===== config.mk =====
export PLATFORM = sky130hd
export DESIGN_NAME = imu_frame_parser_scaler_unit
export DESIGN_NICKNAME = d
export VERILOG_FILES = /design/src/rtl/imufps_pkg.sv /design/src/rtl/imufps_parser.sv /design/src/rtl/imufps_scaler.sv /design/src/rtl/imu_frame_parser_scaler_unit.sv
export SDC_FILE = /design/constraint.sdc
export NUM_CORES = 1
export LEC_CHECK = 0
export CAP_MARGIN = 0
export CELL_PAD_IN_SITES_DETAIL_PLACEMENT = 0
export CELL_PAD_IN_SITES_GLOBAL_PLACEMENT = 2
export CORE_ASPECT_RATIO = 1.75
export CORE_MARGIN = 4
export CORE_UTILIZATION = 40
export CTS_CLUSTER_DIAMETER = 120
export CTS_CLUSTER_SIZE = 40
export DETAILED_ROUTE_END_ITERATION = 8
export DONT_BUFFER_PORTS = 1
export PLACE_DENSITY_LB_ADDON = 0.1
export SYNTH_ARGS = -nofsm -noshare
export SYNTH_HDL_FRONTEND = slang
export SYNTH_SLANG_ARGS = --single-unit

===== constraint.sdc =====
create_clock -name clk -period 6.6 [get_ports clk]
set_clock_uncertainty 0.05 [all_clocks]
set_input_delay 0.33 -clock clk [delete_from_list [all_inputs] [get_ports clk]]
set_output_delay 0.33 -clock clk [all_outputs]
set_load 0.01 [all_outputs]

===== src/rtl/imufps_pkg.sv =====
`default_nettype none

package imufps_pkg;

  localparam logic [7:0] HDR_BYTE   = 8'h55;
  localparam logic [7:0] TYPE_RATE  = 8'h52;
  localparam logic [7:0] TYPE_ANGLE = 8'h53;

  localparam int unsigned POS_W      = 4;
  localparam logic [POS_W-1:0] POS_TYPE  = 4'd1;
  localparam logic [POS_W-1:0] POS_PAY0  = 4'd2;
  localparam logic [POS_W-1:0] POS_PAY5  = 4'd7;
  localparam logic [POS_W-1:0] POS_LAST  = 4'd9;
  localparam logic [POS_W-1:0] POS_CSUM  = 4'd10;

  localparam int unsigned AXIS_W     = 20;
  localparam int unsigned RAW_W      = 16;
  localparam int unsigned PAY_BYTES  = 6;

  localparam logic signed [15:0] PITCH_OFFSET_RST = 16'sd1408;

  // kind of frame held while parsing
  typedef enum logic [1:0] {
    KIND_NONE  = 2'd0,
    KIND_ANGLE = 2'd1,
    KIND_RATE  = 2'd2
  } kind_t;

  // output frame_kind codes
  localparam logic OUT_KIND_ANGLE = 1'b0;
  localparam logic OUT_KIND_RATE  = 1'b1;

  // one checked frame, raw words
  typedef struct packed {
    logic                    is_rate;
    logic signed [RAW_W-1:0] raw_x;
    logic signed [RAW_W-1:0] raw_y;
    logic signed [RAW_W-1:0] raw_z;
  } frame_t;

endpackage

`default_nettype wire


===== src/rtl/imufps_parser.sv =====
`default_nettype none

module imufps_parser (
  input  wire logic                 clk,
  input  wire logic                 rst_n,
  input  wire logic                 in_tvalid,
  output logic                      in_tready,
  input  wire logic [7:0]           in_tdata,
  output logic                      ev_valid,
  input  wire logic                 ev_ready,
  output imufps_pkg::frame_t        ev_frame
);
  import imufps_pkg::*;

  logic             in_frame_r, in_frame_nxt;
  logic [POS_W-1:0] pos_r, pos_nxt;
  logic [7:0]       sum_r, sum_nxt;
  kind_t            ftype_r, ftype_nxt;
  logic [7:0]       pay_r [PAY_BYTES];
  logic             ev_valid_r, ev_valid_nxt;
  frame_t           ev_r, ev_nxt;
  logic             accept;
  logic             pay_we;
  logic [2:0]       pay_idx;
  logic             emit;

  assign in_tready = !ev_valid_r || ev_ready;
  assign accept    = in_tvalid && in_tready;
  assign pay_idx   = 3'(pos_r - POS_PAY0);
  assign pay_we    = accept && in_frame_r && (pos_r >= POS_PAY0) && (pos_r <= POS_PAY5);

  always_comb begin
    in_frame_nxt = in_frame_r;
    pos_nxt      = pos_r;
    sum_nxt      = sum_r;
    ftype_nxt    = ftype_r;
    emit         = 1'b0;
    if (accept) begin
      if (!in_frame_r) begin
        if (in_tdata == HDR_BYTE) begin
          in_frame_nxt = 1'b1;
          pos_nxt      = POS_TYPE;
          sum_nxt      = HDR_BYTE;
        end
      end else if (pos_r >= POS_TYPE && pos_r <= POS_LAST) begin
        sum_nxt = sum_r + in_tdata;
        pos_nxt = pos_r + 4'd1;
        if (pos_r == POS_TYPE) begin
          if (in_tdata == TYPE_ANGLE) begin
            ftype_nxt = KIND_ANGLE;
          end else if (in_tdata == TYPE_RATE) begin
            ftype_nxt = KIND_RATE;
          end else begin
            ftype_nxt = KIND_NONE;
          end
        end
      end else begin
        // checksum byte or a stray position: frame ends either way
        emit         = (pos_r == POS_CSUM) && (sum_r == in_tdata) && (ftype_r != KIND_NONE);
        in_frame_nxt = 1'b0;
        pos_nxt      = '0;
        sum_nxt      = '0;
        ftype_nxt    = KIND_NONE;
      end
    end
  end

  always_comb begin
    ev_nxt.is_rate = (ftype_r == KIND_RATE);
    ev_nxt.raw_x   = {pay_r[1], pay_r[0]};
    ev_nxt.raw_y   = {pay_r[3], pay_r[2]};
    ev_nxt.raw_z   = {pay_r[5], pay_r[4]};
    ev_valid_nxt   = ev_valid_r;
    if (ev_valid_r && ev_ready) begin
      ev_valid_nxt = 1'b0;
    end
    if (emit) begin
      ev_valid_nxt = 1'b1;
    end
  end

  always_ff @(posedge clk) begin
    if (!rst_n) begin
      in_frame_r <= 1'b0;
      pos_r      <= '0;
      sum_r      <= '0;
      ftype_r    <= KIND_NONE;
      ev_valid_r <= 1'b0;
    end else begin
      in_frame_r <= in_frame_nxt;
      pos_r      <= pos_nxt;
      sum_r      <= sum_nxt;
      ftype_r    <= ftype_nxt;
      ev_valid_r <= ev_valid_nxt;
    end
  end

  always_ff @(posedge clk) begin
    if (pay_we) begin
      pay_r[pay_idx] <= in_tdata;
    end
    if (emit) begin
      ev_r <= ev_nxt;
    end
  end

  assign ev_valid = ev_valid_r;
  assign ev_frame = ev_r;

endmodule

`default_nettype wire


===== src/rtl/imufps_scaler.sv =====
`default_nettype none

module imufps_scaler (
  input  wire logic                          clk,
  input  wire logic                          rst_n,
  input  wire logic                          cfg_we,
  input  wire logic [15:0]                   cfg_wdata,
  input  wire logic                          ev_valid,
  output logic                               ev_ready,
  input  wire imufps_pkg::frame_t            ev_frame,
  output logic                               res_valid,
  input  wire logic                          res_ready,
  output logic                               res_kind,
  output logic [3*imufps_pkg::AXIS_W-1:0]    res_axes
);
  import imufps_pkg::*;

  localparam logic signed [AXIS_W-1:0] WRAP_360 = 20'sd92160;

  logic signed [15:0]       pitch_off_r;
  logic                     res_valid_r;
  logic                     res_kind_r, res_kind_nxt;
  logic [3*AXIS_W-1:0]      res_axes_r, res_axes_nxt;
  logic signed [AXIS_W-1:0] x_val, y_val, z_val, y_ang;
  logic                     take;

  // raw*180/32768 deg, in 1/256 deg units = floor(raw*45/32)
  function automatic logic signed [AXIS_W-1:0] scale_angle(logic signed [RAW_W-1:0] r);
    logic signed [21:0] p;
    p = $signed({{6{r[RAW_W-1]}}, r}) * 22'sd45;
    return $signed({{3{p[21]}}, p[21:5]});
  endfunction

  // raw*2000/32768, in 1/256 units = floor(raw*125/8)
  function automatic logic signed [AXIS_W-1:0] scale_rate(logic signed [RAW_W-1:0] r);
    logic signed [23:0] p;
    p = $signed({{8{r[RAW_W-1]}}, r}) * 24'sd125;
    return $signed(p[22:3]);
  endfunction

  assign ev_ready = !res_valid_r || res_ready;
  assign take     = ev_valid && ev_ready;

  always_comb begin
    y_ang = scale_angle(ev_frame.raw_y);
    if (!ev_frame.raw_y[RAW_W-1] && ev_frame.raw_y[RAW_W-2]) begin
      y_ang = y_ang - WRAP_360;
    end
    y_ang = y_ang + AXIS_W'(pitch_off_r);
    if (ev_frame.is_rate) begin
      x_val        = scale_rate(ev_frame.raw_x);
      y_val        = scale_rate(ev_frame.raw_y);
      z_val        = scale_rate(ev_frame.raw_z);
      res_kind_nxt = OUT_KIND_RATE;
    end else begin
      x_val        = scale_angle(ev_frame.raw_x);
      y_val        = y_ang;
      z_val        = scale_angle(ev_frame.raw_z);
      res_kind_nxt = OUT_KIND_ANGLE;
    end
    res_axes_nxt = {z_val, y_val, x_val};
  end

  always_ff @(posedge clk) begin
    if (!rst_n) begin
      pitch_off_r <= PITCH_OFFSET_RST;
      res_valid_r <= 1'b0;
    end else begin
      if (cfg_we) begin
        pitch_off_r <= cfg_wdata;
      end
      if (take) begin
        res_valid_r <= 1'b1;
      end else if (res_ready) begin
        res_valid_r <= 1'b0;
      end
    end
  end

  always_ff @(posedge clk) begin
    if (take) begin
      res_kind_r <= res_kind_nxt;
      res_axes_r <= res_axes_nxt;
    end
  end

  assign res_valid = res_valid_r;
  assign res_kind  = res_kind_r;
  assign res_axes  = res_axes_r;

endmodule

`default_nettype wire


===== src/rtl/imu_frame_parser_scaler_unit.sv =====
// result path: checksum byte -> parser event register -> result register -> out_tvalid
// throughput: one byte per cycle while in_tready is high, one result per good 11-byte frame
// the byte step is set by the parser register; scaling sits in the result register stage
// reset (rst_n low, synchronous): parser idle waiting for header, no result pending,
// pitch_offset back to 1408 (5.5 deg)
`default_nettype none

module imu_frame_parser_scaler_unit (
  input  wire logic        clk,
  input  wire logic        rst_n,
  input  wire logic        cfg_we,
  input  wire logic [15:0] cfg_wdata,   // pitch_offset
  input  wire logic        in_tvalid,
  output logic             in_tready,
  input  wire logic [7:0]  in_tdata,    // rx_byte
  output logic             out_tvalid,
  input  wire logic        out_tready,
  output logic [63:0]      out_tdata,   // axis_x [19:0], axis_y [39:20], axis_z [59:40], zeros
  output logic [0:0]       out_tuser    // frame_kind
);
  import imufps_pkg::*;

  logic                res_kind;
  logic [3*AXIS_W-1:0] res_axes;
  logic                ev_valid;
  logic                ev_ready;
  frame_t              ev_frame;

  imufps_parser u_parser (
    .clk       (clk),
    .rst_n     (rst_n),
    .in_tvalid (in_tvalid),
    .in_tready (in_tready),
    .in_tdata  (in_tdata),
    .ev_valid  (ev_valid),
    .ev_ready  (ev_ready),
    .ev_frame  (ev_frame)
  );

  imufps_scaler u_scaler (
    .clk       (clk),
    .rst_n     (rst_n),
    .cfg_we    (cfg_we),
    .cfg_wdata (cfg_wdata),
    .ev_valid  (ev_valid),
    .ev_ready  (ev_ready),
    .ev_frame  (ev_frame),
    .res_valid (out_tvalid),
    .res_ready (out_tready),
    .res_kind  (res_kind),
    .res_axes  (res_axes)
  );

  assign out_tdata = {{(64 - 3*AXIS_W){1'b0}}, res_axes};
  assign out_tuser = res_kind;

endmodule

`default_nettype wire


==> results of run 1 <==
==> through the flow <==
stage                TNS, ns  utilization [%]  worst slack, ns
floorplan                  0                -           0.6586
global placement           0            42.34           0.2328
detailed placement         0            42.34          0.06845
CTS                        0            44.31          0.09884
global route        -0.02582            44.36         -0.01902
finish                     0            44.36           0.3060
==> cells by family after synthesis <==
family                     Yosys count  share of synthesized area, %
AOI/OAI and AO/OA                  329                         10.18
xor gates and xnor gates           107                         4.493
adders and majority gates          573                         43.04
buffers and inverters              393                         7.032
DFF                                191                         25.51
muxes                               30                         1.447
other                                1                       0.01770
and+or+nand+nor                    348                         8.278
==> flip-flops by register name, summed over array words and instances, names as in the netlist <==
signal                count
u_parser.pos_r            4
u_parser.in_frame_r       1
u_scaler.pitch_off_r     16
u_scaler.res_axes        60
u_parser.ev_valid         1
u_parser.ev_frame        49
u_parser.sum_r            8
u_parser.pay_r           48
u_scaler.res_valid        1
u_parser.ftype_r          2
u_scaler.res_kind         1
==> layout make-up <==
type                    instances  area, um2
flip-flops and latches        191       5405
clock buffers                  18      429.2
clock inverters                14      188.9
well taps                     678      848.3
fillers                      5031      29130
multi-input cells            1391      14350
inverters                     362       1359
repair buffers                 71      643.1
==> cell usage after synthesis, types with 14 or more instances <==
cell type | n | share of area [%]
sky130_fd_sc_hd__nor2_1 | 92 | 1.6
sky130_fd_sc_hd__a21oi_1 | 82 | 1.9
sky130_fd_sc_hd__edfxtp_1 | 158 | 22
sky130_fd_sc_hd__o21ai_0 | 71 | 1.7
sky130_fd_sc_hd__inv_1 | 361 | 6.4
sky130_fd_sc_hd__a21o_1 | 30 | 1.1
sky130_fd_sc_hd__xnor2_1 | 62 | 2.6
sky130_fd_sc_hd__mux2i_1 | 25 | 1.2
sky130_fd_sc_hd__nor2b_1 | 32 | 0.94
sky130_fd_sc_hd__a211oi_1 | 21 | 0.74
sky130_fd_sc_hd__nor3_1 | 29 | 0.68
sky130_fd_sc_hd__ha_1 | 313 | 18
sky130_fd_sc_hd__clkbuf_1 | 21 | 0.37
sky130_fd_sc_hd__fa_1 | 260 | 25
sky130_fd_sc_hd__nand2_1 | 73 | 1.3
sky130_fd_sc_hd__and3_1 | 14 | 0.41
sky130_fd_sc_hd__xor2_1 | 44 | 1.8
sky130_fd_sc_hd__nand3_1 | 26 | 0.61
sky130_fd_sc_hd__dfxtp_1 | 33 | 3.1
sky130_fd_sc_hd__or3_1 | 14 | 0.41
==> metal layers <==
layer | vias up | share of wire, % | GRT usage, %
li1 | 6806 | - | -
met1 | 7069 | 36 | 21.64
met2 | 191 | 58 | 39.93
met3 | 71 | 1.8 | 1.886
met4 | 0 | 3.8 | 7.614
met5 | - | 0 | 0
==> power by group through the flow <==
stage	Combinational [mW]	Sequential (mW)	Clock, mW
3_3_place_gp	0.0659	1.33	0
4_1_cts	0.103	1.30	1.16
5_1_grt	0.112	1.30	1.21
3_5_place_dp	0.0658	1.33	0
2_1_floorplan	0.0566	1.33	0
6_report	0.102	1.30	1.12
==> worst max-delay path by stage <==
stage          cells after the start                              end  slack, ns
2_1_floorplan                     23  u_scaler.res_axes[36]$_DFFE_PP_       0.66
3_3_place_gp                      23  u_scaler.res_axes[39]$_DFFE_PP_       0.23
3_5_place_dp                      24  u_scaler.res_axes[37]$_DFFE_PP_       0.07
4_1_cts                           25  u_scaler.res_axes[37]$_DFFE_PP_        0.1
5_1_grt                           22  u_scaler.res_axes[36]$_DFFE_PP_      -0.02
6_report                          22  u_scaler.res_axes[36]$_DFFE_PP_       0.31
==> worst max-delay path: stages (launching register included) <==
cell	delay, ns
sky130_fd_sc_hd__edfxtp_1	0.41
sky130_fd_sc_hd__buf_4	0.21
sky130_fd_sc_hd__ha_1	0.34
sky130_fd_sc_hd__ha_1	0.30
sky130_fd_sc_hd__fa_1	0.48
sky130_fd_sc_hd__inv_1	0.05
sky130_fd_sc_hd__fa_1	0.48
sky130_fd_sc_hd__inv_1	0.04
sky130_fd_sc_hd__ha_1	0.33
sky130_fd_sc_hd__a2111oi_4	0.52
sky130_fd_sc_hd__o31ai_4	0.13
sky130_fd_sc_hd__and2_1	0.20
sky130_fd_sc_hd__o21a_1	0.16
sky130_fd_sc_hd__or2_1	0.26
sky130_fd_sc_hd__ha_1	0.30
sky130_fd_sc_hd__mux2i_1	0.15
sky130_fd_sc_hd__ha_1	0.28
sky130_fd_sc_hd__a21o_1	0.19
sky130_fd_sc_hd__a21o_1	0.24
sky130_fd_sc_hd__a2111o_1	0.46
sky130_fd_sc_hd__and3_1	0.19
sky130_fd_sc_hd__o32a_1	0.33
sky130_fd_sc_hd__nand2_1	0.06
==> what timing repair did <==
item	in CTS	in global routing
gates resized for setup	1	4
hold buffers	40	0
endpoints found under the setup margin	1	3
pin swaps	0	1
endpoints found under the hold margin	75	0
setup buffers	0	1
==> metrics.txt, run 1 <==
# TYPE chip_impl_metric gauge
chip_impl_info{name="outcome",value="finished clean"} 1
chip_impl_metric{name="register_to_register_path_setup_slack",unit="ns"} 0.31
chip_impl_metric{name="antenna_cells",unit=""} 0
chip_impl_metric{name="routabilityCongestion",unit=""} 0.8640
chip_impl_metric{name="synth_edf_count",unit=""} 158
chip_impl_metric{name="post_dp_cell_area",unit="mm2"} 0.02217
chip_impl_metric{name="comb_power_share",unit="%"} 4.0
chip_impl_info{name="r2r-end",value="u_scaler.res_axes[36]$_DFFE_PP_"} 1
chip_impl_metric{name="fin_total_pwr",unit="mW"} 2.526
chip_impl_metric{name="numPlacedInstances",unit=""} 2652
chip_impl_info{name="worstSetupPathType",value="reg -> reg"} 1
chip_impl_metric{name="synth.lib_cells_used.distinct",unit=""} 79
chip_impl_metric{name="max-slew-margin-rel",unit="%"} 21.18
chip_impl_metric{name="maxCapViolations",unit=""} 0
chip_impl_metric{name="tritoncts.num_buffers",unit=""} 17
chip_impl_metric{name="period_needed",unit="ns"} 6.294
chip_impl_metric{name="grt_first_pass_wirelength",unit="mm"} 87.52
chip_impl_metric{name="timing.hold.ws",unit="ns"} 0.04897
chip_impl_info{name="min-delay-path-class",value="in -> reg"} 1
chip_impl_metric{name="detailroute.via_count",unit=""} 14140
chip_impl_info{name="layout.cells.most_common",value="sky130_fd_sc_hd__inv_1"} 1
chip_impl_info{name="clock_tree_from_tritoncts",value="built"} 1
chip_impl_info{name="cts-root-buf",value="sky130_fd_sc_hd__clkbuf_16"} 1
chip_impl_metric{name="finalMaxSlewViolations",unit=""} 0
chip_impl_metric{name="worstSkewPairLatency",unit="ns"} 0.46
chip_impl_metric{name="wire_per_inst",unit="um"} 20.31
chip_impl_metric{name="drtIter0Drc",unit=""} 505
chip_impl_metric{name="post_route_cells_drive_above_1_share",unit="%"} 4.641
chip_impl_metric{name="design.core.area",unit="mm2"} 0.05236
chip_impl_metric{name="power.net_switching",unit="mW"} 0.6294
chip_impl_metric{name="yosysWarningCount",unit=""} 0
chip_impl_info{name="timing.hold.worst.start",value="in_tdata[2]"} 1
chip_impl_metric{name="num_io_pins",unit=""} 96
chip_impl_info{name="hold_end",value="u_parser.ftype_r[1]$_SDFFE_PN0P_"} 1
chip_impl_info{name="crit_path_end_kind",value="flip-flop"} 1
chip_impl_info{name="worst_setup_path_start",value="u_parser.ev_frame[20]$_DFFE_PP_"} 1
chip_impl_metric{name="power.internal",unit="mW"} 1.897
chip_impl_metric{name="grt_antenna_before_repair",unit=""} 2
chip_impl_metric{name="worst_ep_arrival_time",unit="ns"} 6.58
chip_impl_metric{name="synth-async-reset-ratio",unit="%"} 0
chip_impl_metric{name="fmaxAchievable",unit="GHz"} 0.1589
chip_impl_metric{name="numClockSinks",unit=""} 191
chip_impl_metric{name="final_antenna_net_count",unit=""} 0
chip_impl_metric{name="nNetsFinal",unit=""} 2636
chip_impl_metric{name="h-tree-depth",unit=""} 4
chip_impl_metric{name="synth_cells",unit=""} 1972
chip_impl_metric{name="grt_max_degree",unit=""} 62
chip_impl_info{name="regToRegStartpoint",value="u_parser.ev_frame[20]$_DFFE_PP_"} 1
chip_impl_metric{name="ir_drop",unit="uV"} 152.6
chip_impl_metric{name="groute.usage.overall",unit="%"} 20.15
chip_impl_info{name="cp-start-kind",value="flip-flop"} 1
chip_impl_metric{name="dp.final_hpwl",unit="mm"} 44.57
chip_impl_metric{name="layout_overhead_on_the_synthesized_area",unit="%"} 9.595
chip_impl_metric{name="die_width",unit="um"} 182.0
chip_impl_metric{name="die_area",unit="mm2"} 0.05687
chip_impl_metric{name="reg2regPathDepth",unit=""} 22
chip_impl_metric{name="detail_route.first_pass.iterations",unit=""} 6
chip_impl_metric{name="syn_std_cell_area",unit="mm2"} 0.02119
chip_impl_metric{name="post_drt_via_cell_ratio",unit=""} 5.188
chip_impl_metric{name="worst-endpoint-required",unit="ns"} 6.89
chip_impl_metric{name="final_min_period_over_clock_period",unit="%"} 95.36
chip_impl_metric{name="post-route-cell-area",unit="mm2"} 0.02322
chip_impl_metric{name="setup_violations",unit=""} 0
chip_impl_metric{name="first_global_vias",unit=""} 15540
chip_impl_metric{name="synth.avg_cell_area",unit="um2"} 10.75
chip_impl_metric{name="grt_remaining_overflow",unit=""} 0
chip_impl_metric{name="hold-path-cell-count",unit=""} 3
chip_impl_metric{name="static-leakage-power",unit="nW"} 10.54
chip_impl_metric{name="share_seq_of_total_power",unit="%"} 51.4
chip_impl_metric{name="core.rowCount",unit=""} 111
chip_impl_metric{name="cts_max_path_buffers",unit=""} 2
chip_impl_metric{name="timing_hold_violations_final",unit=""} 0
chip_impl_metric{name="final-instance-count-excl-fill",unit=""} 2725
chip_impl_metric{name="timing.critical_path.fanout_max",unit=""} 7
chip_impl_metric{name="initial_utilization",unit="%"} 40.47
chip_impl_metric{name="netSwitchingFraction",unit="%"} 24.91
chip_impl_info{name="final_cell_mix",value="sky130_fd_sc_hd__inv_1, sky130_fd_sc_hd__ha_1, sky130_fd_sc_hd__fa_1"} 1
chip_impl_info{name="synth-main-ff-cell",value="sky130_fd_sc_hd__edfxtp_1"} 1
chip_impl_metric{name="die_height",unit="um"} 312.5
chip_impl_metric{name="timing_worst_slew_pin_value",unit="ns"} 1.173
chip_impl_metric{name="buffer_ports.inserted",unit=""} 0
chip_impl_metric{name="wl",unit="mm"} 55.35
chip_impl_metric{name="clock_share_of_power",unit="%"} 44.5
chip_impl_metric{name="drt_drc_violations_left",unit=""} 0
chip_impl_metric{name="ys_seq_area_share",unit="%"} 25.51
chip_impl_metric{name="postSynthRegisterBits",unit=""} 191
chip_impl_metric{name="worst_setup_hold_path_clk_slew",unit="ns"} 0.08
chip_impl_metric{name="cellPowerDensity",unit="mW/mm2"} 108.8
Note: power is estimated with default switching activity, not from simulation.
==> run 2, diff against run 1 <==
==> constraint.sdc (replaced) <==
create_clock -name clk -period 6.6 [get_ports clk]
set_clock_uncertainty 0.05 [all_clocks]
set_input_delay 1.32 -clock clk [delete_from_list [all_inputs] [get_ports clk]]
set_output_delay 1.32 -clock clk [all_outputs]
set_load 0.01 [all_outputs]
==> metrics.txt, run 2 (synthesized netlist as in run 1, its figures left out) <==
# TYPE chip_impl_metric gauge
chip_impl_info{name="cp-start-kind",value="flip-flop"} 1
chip_impl_metric{name="nNetsFinal",unit=""} 2595
chip_impl_metric{name="totalNegativeSetupSlack",unit="ns"} 0
chip_impl_metric{name="detailroute.via_count",unit=""} 13960
chip_impl_metric{name="maxCapViolations",unit=""} 0
chip_impl_metric{name="post_route_cells_drive_above_1_share",unit="%"} 4.636
chip_impl_metric{name="grt_max_degree",unit=""} 42
chip_impl_metric{name="num_io_pins",unit=""} 96
chip_impl_metric{name="detail_route.first_pass.iterations",unit=""} 5
chip_impl_metric{name="grt_use_met2",unit="%"} 39.40
chip_impl_metric{name="reg2regPathDepth",unit=""} 24
chip_impl_metric{name="layout_overhead_on_the_synthesized_area",unit="%"} 7.557
chip_impl_metric{name="post_drt_via_cell_ratio",unit=""} 5.200
chip_impl_metric{name="power.net_switching",unit="mW"} 0.6416
chip_impl_info{name="cts-root-buf",value="sky130_fd_sc_hd__clkbuf_16"} 1
chip_impl_metric{name="buffer_ports.inserted",unit=""} 0
chip_impl_metric{name="finalMaxSlewViolations",unit=""} 0
chip_impl_metric{name="first_global_vias",unit=""} 15240
chip_impl_metric{name="period_needed",unit="ns"} 6.240
chip_impl_metric{name="final_min_period_over_clock_period",unit="%"} 94.54
chip_impl_metric{name="core.rowCount",unit=""} 111
chip_impl_metric{name="worst-endpoint-required",unit="ns"} 6.75
chip_impl_info{name="final_cell_mix",value="sky130_fd_sc_hd__inv_1, sky130_fd_sc_hd__ha_1, sky130_fd_sc_hd__fa_1"} 1
chip_impl_metric{name="groute.usage.overall",unit="%"} 19.57
chip_impl_metric{name="ir_drop",unit="uV"} 150.2
chip_impl_metric{name="hold-path-cell-count",unit=""} 0
chip_impl_metric{name="wl",unit="mm"} 53.86
chip_impl_metric{name="static-leakage-power",unit="nW"} 10.37
chip_impl_metric{name="worst_setup_hold_path_clk_slew",unit="ns"} 0.09
chip_impl_metric{name="max-slew-margin-rel",unit="%"} 12.65
chip_impl_metric{name="cts_max_path_buffers",unit=""} 2
chip_impl_metric{name="largest_register_ff_count",unit=""} 60
chip_impl_metric{name="register_to_register_path_setup_slack",unit="ns"} 0.36
chip_impl_metric{name="worst_ep_arrival_time",unit="ns"} 6.39
chip_impl_metric{name="timing_hold_violations_final",unit=""} 0
chip_impl_metric{name="fmaxAchievable",unit="GHz"} 0.1603
chip_impl_metric{name="grt_first_pass_wirelength",unit="mm"} 85.22
chip_impl_metric{name="global_route.usage.met3",unit="%"} 2.271
chip_impl_metric{name="h-tree-depth",unit=""} 4
chip_impl_metric{name="fin_total_pwr",unit="mW"} 2.487
chip_impl_metric{name="netSwitchingFraction",unit="%"} 25.80
chip_impl_metric{name="antenna_cells",unit=""} 0
chip_impl_metric{name="final_core_util",unit="%"} 43.53
chip_impl_metric{name="dp.final_hpwl",unit="mm"} 44.66
chip_impl_info{name="worstSetupPathType",value="reg -> reg"} 1
chip_impl_metric{name="grt_remaining_overflow",unit=""} 0
chip_impl_metric{name="timing_worst_slew_pin_value",unit="ns"} 1.300
chip_impl_metric{name="drtIter0Drc",unit=""} 478
chip_impl_metric{name="grt_antenna_before_repair",unit=""} 0
chip_impl_info{name="min-delay-path-class",value="reg -> reg"} 1
chip_impl_info{name="layout.cells.most_common",value="sky130_fd_sc_hd__inv_1"} 1
chip_impl_info{name="r2r-end",value="u_scaler.res_axes[37]$_DFFE_PP_"} 1
chip_impl_metric{name="fillerInstances",unit=""} 5022
chip_impl_info{name="setup_repair_after_global_routing_missed_its_margin",value="false"} 1
chip_impl_info{name="gr-max-usage-layer",value="met2"} 1
chip_impl_info{name="regToRegStartpoint",value="u_parser.ev_frame[20]$_DFFE_PP_"} 1
chip_impl_metric{name="timing.critical_path.fanout_max",unit=""} 7
chip_impl_metric{name="comb_power_share",unit="%"} 2.7
chip_impl_metric{name="clock_share_of_power",unit="%"} 45.1
chip_impl_metric{name="worstSkewPairLatency",unit="ns"} 0.47
chip_impl_metric{name="numClockSinks",unit=""} 191
chip_impl_metric{name="post_dp_cell_area",unit="mm2"} 0.02217
chip_impl_info{name="outcome",value="finished clean"} 1
chip_impl_metric{name="wire_per_inst",unit="um"} 20.07
chip_impl_metric{name="cellPowerDensity",unit="mW/mm2"} 109.1
chip_impl_metric{name="tritoncts.num_buffers",unit=""} 17
chip_impl_info{name="clock_tree_from_tritoncts",value="built"} 1
chip_impl_metric{name="initial_utilization",unit="%"} 40.47
chip_impl_info{name="crit_path_end_kind",value="flip-flop"} 1
chip_impl_metric{name="die_area",unit="mm2"} 0.05687
chip_impl_metric{name="drt_drc_violations_left",unit=""} 0
chip_impl_metric{name="final_antenna_net_count",unit=""} 0
chip_impl_info{name="hold_end",value="u_parser.ev_frame[10]$_DFFE_PP_"} 1
chip_impl_metric{name="share_seq_of_total_power",unit="%"} 52.3
chip_impl_metric{name="setup_violations",unit=""} 0
chip_impl_metric{name="post-route-cell-area",unit="mm2"} 0.02279
chip_impl_metric{name="power.internal",unit="mW"} 1.845
chip_impl_metric{name="routabilityCongestion",unit=""} 0.8694
chip_impl_info{name="timing.hold.worst.start",value="u_parser.pay_r[5][2]$_DFFE_PP_"} 1
chip_impl_metric{name="globalRouteMet1Util",unit="%"} 20.16
chip_impl_metric{name="die_height",unit="um"} 312.5
chip_impl_metric{name="die_width",unit="um"} 182.0
chip_impl_metric{name="design.core.area",unit="mm2"} 0.05236
## run 2: worst max-delay path, stage by stage, from the launching register on
cell	delay, ns
sky130_fd_sc_hd__edfxtp_1	0.40
sky130_fd_sc_hd__buf_4	0.20
sky130_fd_sc_hd__ha_1	0.33
sky130_fd_sc_hd__ha_1	0.29
sky130_fd_sc_hd__fa_1	0.48
sky130_fd_sc_hd__inv_1	0.05
sky130_fd_sc_hd__fa_1	0.47
sky130_fd_sc_hd__inv_1	0.04
sky130_fd_sc_hd__ha_1	0.33
sky130_fd_sc_hd__a2111oi_4	0.48
sky130_fd_sc_hd__o31ai_2	0.16
sky130_fd_sc_hd__and2_1	0.21
sky130_fd_sc_hd__o21a_1	0.17
sky130_fd_sc_hd__or2_1	0.25
sky130_fd_sc_hd__ha_1	0.28
sky130_fd_sc_hd__mux2i_1	0.06
sky130_fd_sc_hd__ha_1	0.34
sky130_fd_sc_hd__nand2_1	0.06
sky130_fd_sc_hd__nor2_1	0.15
sky130_fd_sc_hd__and2_1	0.20
sky130_fd_sc_hd__a21boi_2	0.21
sky130_fd_sc_hd__o31ai_1	0.13
sky130_fd_sc_hd__and4_1	0.22
sky130_fd_sc_hd__a311oi_1	0.25
sky130_fd_sc_hd__o211ai_1	0.15
## run 2: layout make-up
cell class | instances | area [um2] | share of cell area [%]
flip-flops and latches | 191 | 5405 | 23.71
clock buffers | 17 | 425.4 | 1.866
clock inverters | 15 | 191.4 | 0.8399
well taps | 678 | 848.3 | 3.722
repair buffers | 30 | 225.2 | 0.9881
multi-input cells | 1391 | 14340 | 62.91
inverters | 362 | 1359 | 5.961
## run 2: how the worst max path moves through the flow
stage / cells past startpoint / from / slack (ns) / end
after floorplan: 23 / u_parser.ev_frame[20]$_DFFE_PP_ / 0.66 / u_scaler.res_axes[36]$_DFFE_PP_
after global placement: 23 / u_parser.ev_frame[25]$_DFFE_PP_ / 0.23 / u_scaler.res_axes[39]$_DFFE_PP_
after detailed placement: 25 / u_parser.ev_frame[19]$_DFFE_PP_ / 0.13 / u_scaler.res_axes[37]$_DFFE_PP_
after CTS: 24 / u_parser.ev_frame[25]$_DFFE_PP_ / 0.05 / u_scaler.res_axes[37]$_DFFE_PP_
after global routing: 25 / u_parser.ev_frame[19]$_DFFE_PP_ / 0.02 / u_scaler.res_axes[37]$_DFFE_PP_
final: 24 / u_parser.ev_frame[20]$_DFFE_PP_ / 0.36 / u_scaler.res_axes[37]$_DFFE_PP_
## run 2: per-stage QoR
step | setup WS, ns | hold WS, ns | std cells
floorplan | 0.6586 | 0.3503 | 1975
global placement | 0.2302 | 0.3512 | 2652
detailed placement | 0.1325 | 0.3545 | 2652
CTS | 0.05453 | 0.3557 | 2684
global route | 0.01725 | 0.3639 | 2684
finish | 0.3602 | 0.3588 | 2684
## run 2: power groups by stage
stage / logic, mW / clock network, mW / registers, mW
final: 0.0661 / 1.12 / 1.30
after global routing: 0.0740 / 1.20 / 1.30
after global placement: 0.0660 / 0 / 1.33
after detailed placement: 0.0661 / 0 / 1.33
after floorplan: 0.0566 / 0 / 1.33
after CTS: 0.0666 / 1.16 / 1.30
## run 2: per-layer routing
| metal | share of wire, % | up-vias | wire, um |
|---|---|---|---|
| li1 | - | 6729 | - |
| met1 | 35 | 6976 | 18950 |
| met2 | 59 | 182 | 31800 |
| met3 | 2.2 | 69 | 1207 |
| met4 | 3.5 | 0 | 1905 |
| met5 | 0 | - | 0 |
## run 2: timing repair
action / 4_1_cts / 5_1_grt
hold buffers: 0 / 0
endpoints found under the setup margin: 0 / 4
buffers inserted: 0 / 0
resized for setup: 0 / 3
